File: src/srcomp_pkg.sv
// Package for the sensor reading compensation block: widths, register codes,
// coefficient struct and small arithmetic helpers. No dependencies.
package srcomp_pkg;

    localparam int RAW_T_W = 20;
    localparam int RAW_P_W = 20;
    localparam int RAW_H_W = 16;
    localparam int TEMP_W  = 16;
    localparam int HUM_W   = 10;
    localparam int PRESS_W = 32;
    localparam int CFG_W   = 64;
    localparam int ADDR_W  = 6;
    localparam int NUM_W   = 64;
    localparam int DEN_W   = 31;
    localparam int TAG_W   = TEMP_W + HUM_W;

    localparam logic [31:0] TF_HUM_OFFS  = 32'd76800;
    localparam logic [31:0] HUM_MAX      = 32'd419430400;
    localparam logic [32:0] TF_PRS_OFFS  = 33'd128000;
    localparam logic [20:0] PRS_FULL     = 21'd1048576;

    typedef enum logic [2:0] {
        REG_TEMP    = 3'd0,
        REG_PRESS_A = 3'd1,
        REG_PRESS_B = 3'd2,
        REG_PRESS_C = 3'd3,
        REG_HUM_A   = 3'd4,
        REG_HUM_B   = 3'd5,
        REG_PRESS_EN = 3'd6
    } t_reg_idx;

    typedef struct packed {
        logic [15:0] c1;
        logic [15:0] c2;
        logic [15:0] c3;
        logic [15:0] p1;
        logic [15:0] p2;
        logic [15:0] p3;
        logic [15:0] p4;
        logic [15:0] p5;
        logic [15:0] p6;
        logic [15:0] p7;
        logic [15:0] p8;
        logic [15:0] p9;
        logic [7:0]  h1;
        logic [15:0] h2;
        logic [7:0]  h3;
        logic [11:0] h4;
        logic [11:0] h5;
        logic [7:0]  h6;
        logic        press_en;
    } t_coefs;

    function automatic logic [31:0] mul_lo32(input logic [31:0] a, input logic [31:0] b);
        logic [63:0] p;
        p = a * b;
        return p[31:0];
    endfunction

    function automatic logic [31:0] asr32(input logic [31:0] x, input int unsigned n);
        logic signed [31:0] s;
        s = $signed(x) >>> n;
        return s;
    endfunction

    function automatic logic [63:0] asr64(input logic [63:0] x, input int unsigned n);
        logic signed [63:0] s;
        s = $signed(x) >>> n;
        return s;
    endfunction

    function automatic logic [31:0] sx16_32(input logic [15:0] v);
        return {{16{v[15]}}, v};
    endfunction

    function automatic logic [31:0] sx12_32(input logic [11:0] v);
        return {{20{v[11]}}, v};
    endfunction

    function automatic logic [31:0] sx8_32(input logic [7:0] v);
        return {{24{v[7]}}, v};
    endfunction

endpackage

File: src/srcomp_temp.sv
// Temperature front end: three stages forming the fine temperature.
// Depends on srcomp_pkg.
module srcomp_temp (
    input  logic                             i_clk,
    input  logic                             i_rst_n,
    input  logic                             i_en,
    input  logic                             i_valid,
    input  logic [srcomp_pkg::RAW_T_W-1:0]   i_raw_t,
    input  logic [srcomp_pkg::RAW_P_W-1:0]   i_raw_p,
    input  logic [srcomp_pkg::RAW_H_W-1:0]   i_raw_h,
    input  srcomp_pkg::t_coefs               i_coef,
    output logic                             o_valid,
    output logic [31:0]                      o_tf,
    output logic [srcomp_pkg::RAW_P_W-1:0]   o_raw_p,
    output logic [srcomp_pkg::RAW_H_W-1:0]   o_raw_h
);
    import srcomp_pkg::*;

    logic [2:0]         r_vld;
    logic [31:0]        r_m1, r_dd, r_v1, r_m2, r_tf;
    logic [RAW_P_W-1:0] r_rp [3];
    logic [RAW_H_W-1:0] r_rh [3];
    logic [31:0]        t1, d;

    always_comb begin
        t1 = {15'd0, i_raw_t[19:3]} - {15'd0, i_coef.c1, 1'b0};
        d  = {16'd0, i_raw_t[19:4]} - {16'd0, i_coef.c1};
    end

    always_ff @(posedge i_clk) begin
        if (!i_rst_n) begin
            r_vld <= '0;
        end else if (i_en) begin
            r_vld <= {r_vld[1:0], i_valid};
        end
    end

    always_ff @(posedge i_clk) begin
        if (i_en) begin
            r_m1  <= mul_lo32(t1, sx16_32(i_coef.c2));
            r_dd  <= mul_lo32(d, d);
            r_v1  <= asr32(r_m1, 11);
            r_m2  <= mul_lo32(asr32(r_dd, 12), sx16_32(i_coef.c3));
            r_tf  <= r_v1 + asr32(r_m2, 14);
            r_rp[0] <= i_raw_p;
            r_rp[1] <= r_rp[0];
            r_rp[2] <= r_rp[1];
            r_rh[0] <= i_raw_h;
            r_rh[1] <= r_rh[0];
            r_rh[2] <= r_rh[1];
        end
    end

    assign o_valid = r_vld[2];
    assign o_tf    = r_tf;
    assign o_raw_p = r_rp[2];
    assign o_raw_h = r_rh[2];
endmodule

File: config.mk
export PLATFORM = sky130hd
export DESIGN_NAME = srcomp_temp
export DESIGN_NICKNAME = d
export VERILOG_FILES = /design/src/srcomp_pkg.sv /design/src/srcomp_temp.sv
export SDC_FILE = /design/constraint.sdc
export NUM_CORES = 2
export LEC_CHECK = 0
export BUFFER_PORTS_ARGS = -buffer_cell sky130_fd_sc_hd__buf_4
export CORE_MARGIN = 2
export CORE_UTILIZATION = 40
export DETAILED_ROUTE_END_ITERATION = 16
export SLEW_MARGIN = 15
export SYNTH_ARGS = -nofsm -noshare
export SYNTH_HDL_FRONTEND = slang
export SYNTH_SLANG_ARGS = --single-unit
File: constraint.sdc
create_clock -name i_clk -period 11.7 [get_ports i_clk]
set_input_delay 2.34 -clock i_clk [delete_from_list [all_inputs] [get_ports i_clk]]
set_output_delay 2.34 -clock i_clk [all_outputs]
set_load 0.02 [all_outputs]
==> metrics.md <==
| Metric | Value |
|---|---|
| Top FF cell, synth | edfxtp_1 |
| Flops & latches, synth | around 210 |
| DIE WIDTH | between 300 and 400 µm |
| RSZ-0062 raised after global routing | no |
| FFs w/ async S/R, synth | 0% |
| Hold WC Path Type | flip-flop to flip-flop |
| Setup bufs post-CTS | 0 |
| Nets | 5233 |
| Register area share after synthesis | 16.9% |
| Layout cells sized above 1 | between 8 and 9% |
| Core ar. | 93500 µm² |
| CTS tree | done |
| Synth top area share | 43.3% |
| I/O pin cnt | slightly below 400 |
| DR iter-0 viols | between 1000 and 1500 |
| Reg clk slew, reported paths | approximately 0.07 ns |
| EDFF count, synth | 210 |
| Worst-margin pin slew | a little over 0.9 ns |
| Startpoint types | input port |
| Gpl congestion | 0.808 |
| Vias per Instance | 4.74 |
| Clock Latency Late Sink | 0.55 ns |
| Slew HR | a little under two fifths |
| Max frequency | 0.0943 GHz |
| Worst path required time | approximately 12 ns |
| Status | finished, final reports clean |
| Drt first pass iters | 5 |
| Largest net degree at the start of global routing | between 90 and 100 |
| CP endpoint kind | flip-flop |
| Post-route setup TNS | 0 ns |
| Synth cell count leaders | inv_1 (981), fa_1 (816), nand2_1 (463) |
| Clock sinks | roughly 210 |
| Setup Viol. Count Final | 0 |
| Max Slew Vio Count | 0 |
| Critical path class | input port to flip-flop |
| Hold_buf cts | 0 |
| H-tree depth | 1 |
| Distinct cells, synth | 76 |
| Vias in the first global route | 25900 |
| Clock buffer depth | 3 |
| Total CTS buffers | 24 |
| Final period util | between 90 and 100% |
| Synth area leader | fa_1 |
| # rows | ~110 |
| DP HPWL | between 60000 and 70000 µm |
| Max incr delay on CP | about 0.64 ns |
| Overall Global Routing Usage | around 18% |
| Layout area overhead | 8.82% |
| CP max FO | 13 |
| Root Driver | clkbuf_16 |
| Syn_nets | just over 5000 |
| Period minus WS final | 10.61 ns |
| GR Overflow Total | 0 |
| Mapped Cells | roughly 3700 |
| Antenna violations before repair | 2 |
| Drt wl/cell | approximately 16 µm |
| Warning count from the yosys run | 0 |
| Worst reg2reg setup slack | ~4 ns |
| Vert. Die Dim | a little over 300 µm |
| Mapped Area | between 30000 and 40000 µm² |
| Max Cap Viol | 0 |
| First-pass GRT wire length | ~140000 µm |
| Most frequent cell after synthesis | inv_1 |
| Critical-path top delay cell | fa_1 |
| Via count | 24200 |
| Antenna Nets Post-Route | 0 |
| Initial Util | between 40% and 50% |
| # DRC | 0 |
| Critical path's most frequent cell | fa_1 |
| Die area | 96800 µm² |
| IO Port Bufs | 173 |
| Worst Path Arrival | roughly 11 ns |
| Synth top area cells | fa_1 (43%), edfxtp_1 (17%), inv_1 (9.8%) |
| Worst clock skew | approximately 0.016 ns |
| Fin. Hold Viols | 0 |
| PostCTS Resize Cnt | 0 |
| Mean Syn Cell Area | just over 10 µm² |
| Final wirelength | 82500 µm |
## through the flow
stage	util, %	std cells	hold WS [ns]	worst slack [ns]	cell area (µm²)
global route	43.9	5096	0.421	0.595	41100
floorplan	-	3736	0.400	1.40	37700
CTS	43.9	5095	0.409	1.08	41100
detailed placement	43.1	5051	0.405	0.536	40300
global placement	43.1	5051	0.401	0.538	40300
finish	43.9	5096	0.409	1.09	41100
## state kept, by name (all words and copies together) (netlist names)
| register | flops |
|---|---|
| r_rp | 60 |
| r_rh | 48 |
| o_tf | 22 |
| r_m1 | 21 |
| r_v1 | 21 |
| r_dd | 20 |
| r_m2 | 18 |
| r_vld | 3 |
## metal layers
layer / wire length, µm / vias up / GRT usage, %
met5: 0 / - / 0
li1: - / 11100 / -
met1: 36900 / 12500 / 24.6
met2: 41000 / 456 / 30.4
met4: 1750 / 0 / 3.96
met3: 2900 / 105 / 1.37
## cells by family after synthesis
family / Yosys count / share of synthesized area, %
AOI/OAI and AO/OA: 184 / 3.51
xor gates and xnor gates: 137 / 3.28
adders and majority gates: 1093 / 52.5
buffers and inverters: 1166 / 12.1
DFF: 213 / 16.9
muxes: 3 / 0.0796
and+or+nand+nor: 940 / 11.7
## worst max-delay path, delay by kind of cell
kind	cells	cell delay, ns
AOI/OAI and AO/OA	10	2.72
buffers and inverters	6	0.56
and+or+nand+nor	4	0.59
adders and majority gates	9	4.13
xor gates and xnor gates	2	0.55
## final cells by class
cell class | instances | area, µm²
fill | 9016 | 52400
multi-input combinational | 2357 | 26900
sequential | 213 | 6370
inverter | 1002 | 3760
timing repair buffer | 225 | 1700
tap | 1254 | 1570
clock buffer | 24 | 601
clock inverter | 20 | 204
antenna | 1 | 2.50
## cells in the final DEF (no fill, tap or decap), drive strengths merged, types with 4 or more instances in the layout
master	n
a2111oi	5
a211oi	12
a21o	21
a21oi	48
a31oi	5
and2	212
and3	7
buf	225
clkbuf	24
clkinv	14
clkinvlp	5
edfxtp	210
fa	816
ha	277
inv	1002
nand2	463
nand2b	37
nand3	16
nand3b	4
nand4	8
nor2	116
nor2b	30
nor3	21
nor3b	5
o211ai	4
o21a	10
o21ai	35
o21bai	9
o31a	4
o31ai	4
or2	5
or3	6
xnor2	96
xor2	40
## path summary, 6_finish.rpt
kind | start | end | cells after the start
worst min-delay path | r_rp[0][28]$_DFFE_PP_ | r_rp[0][48]$_DFFE_PP_ | 0
worst max register to register | r_dd[21]$_DFFE_PP_ | r_m2[31]$_DFFE_PP_ | 22
worst min register to register | r_rp[0][28]$_DFFE_PP_ | r_rp[0][48]$_DFFE_PP_ | 0
worst max-delay path | i_raw_t[4] | r_m1[31]$_DFFE_PP_ | 31
Power is not shown: default switching activity piles up to over one toggle a cycle in this logic, so the estimate is an artifact.
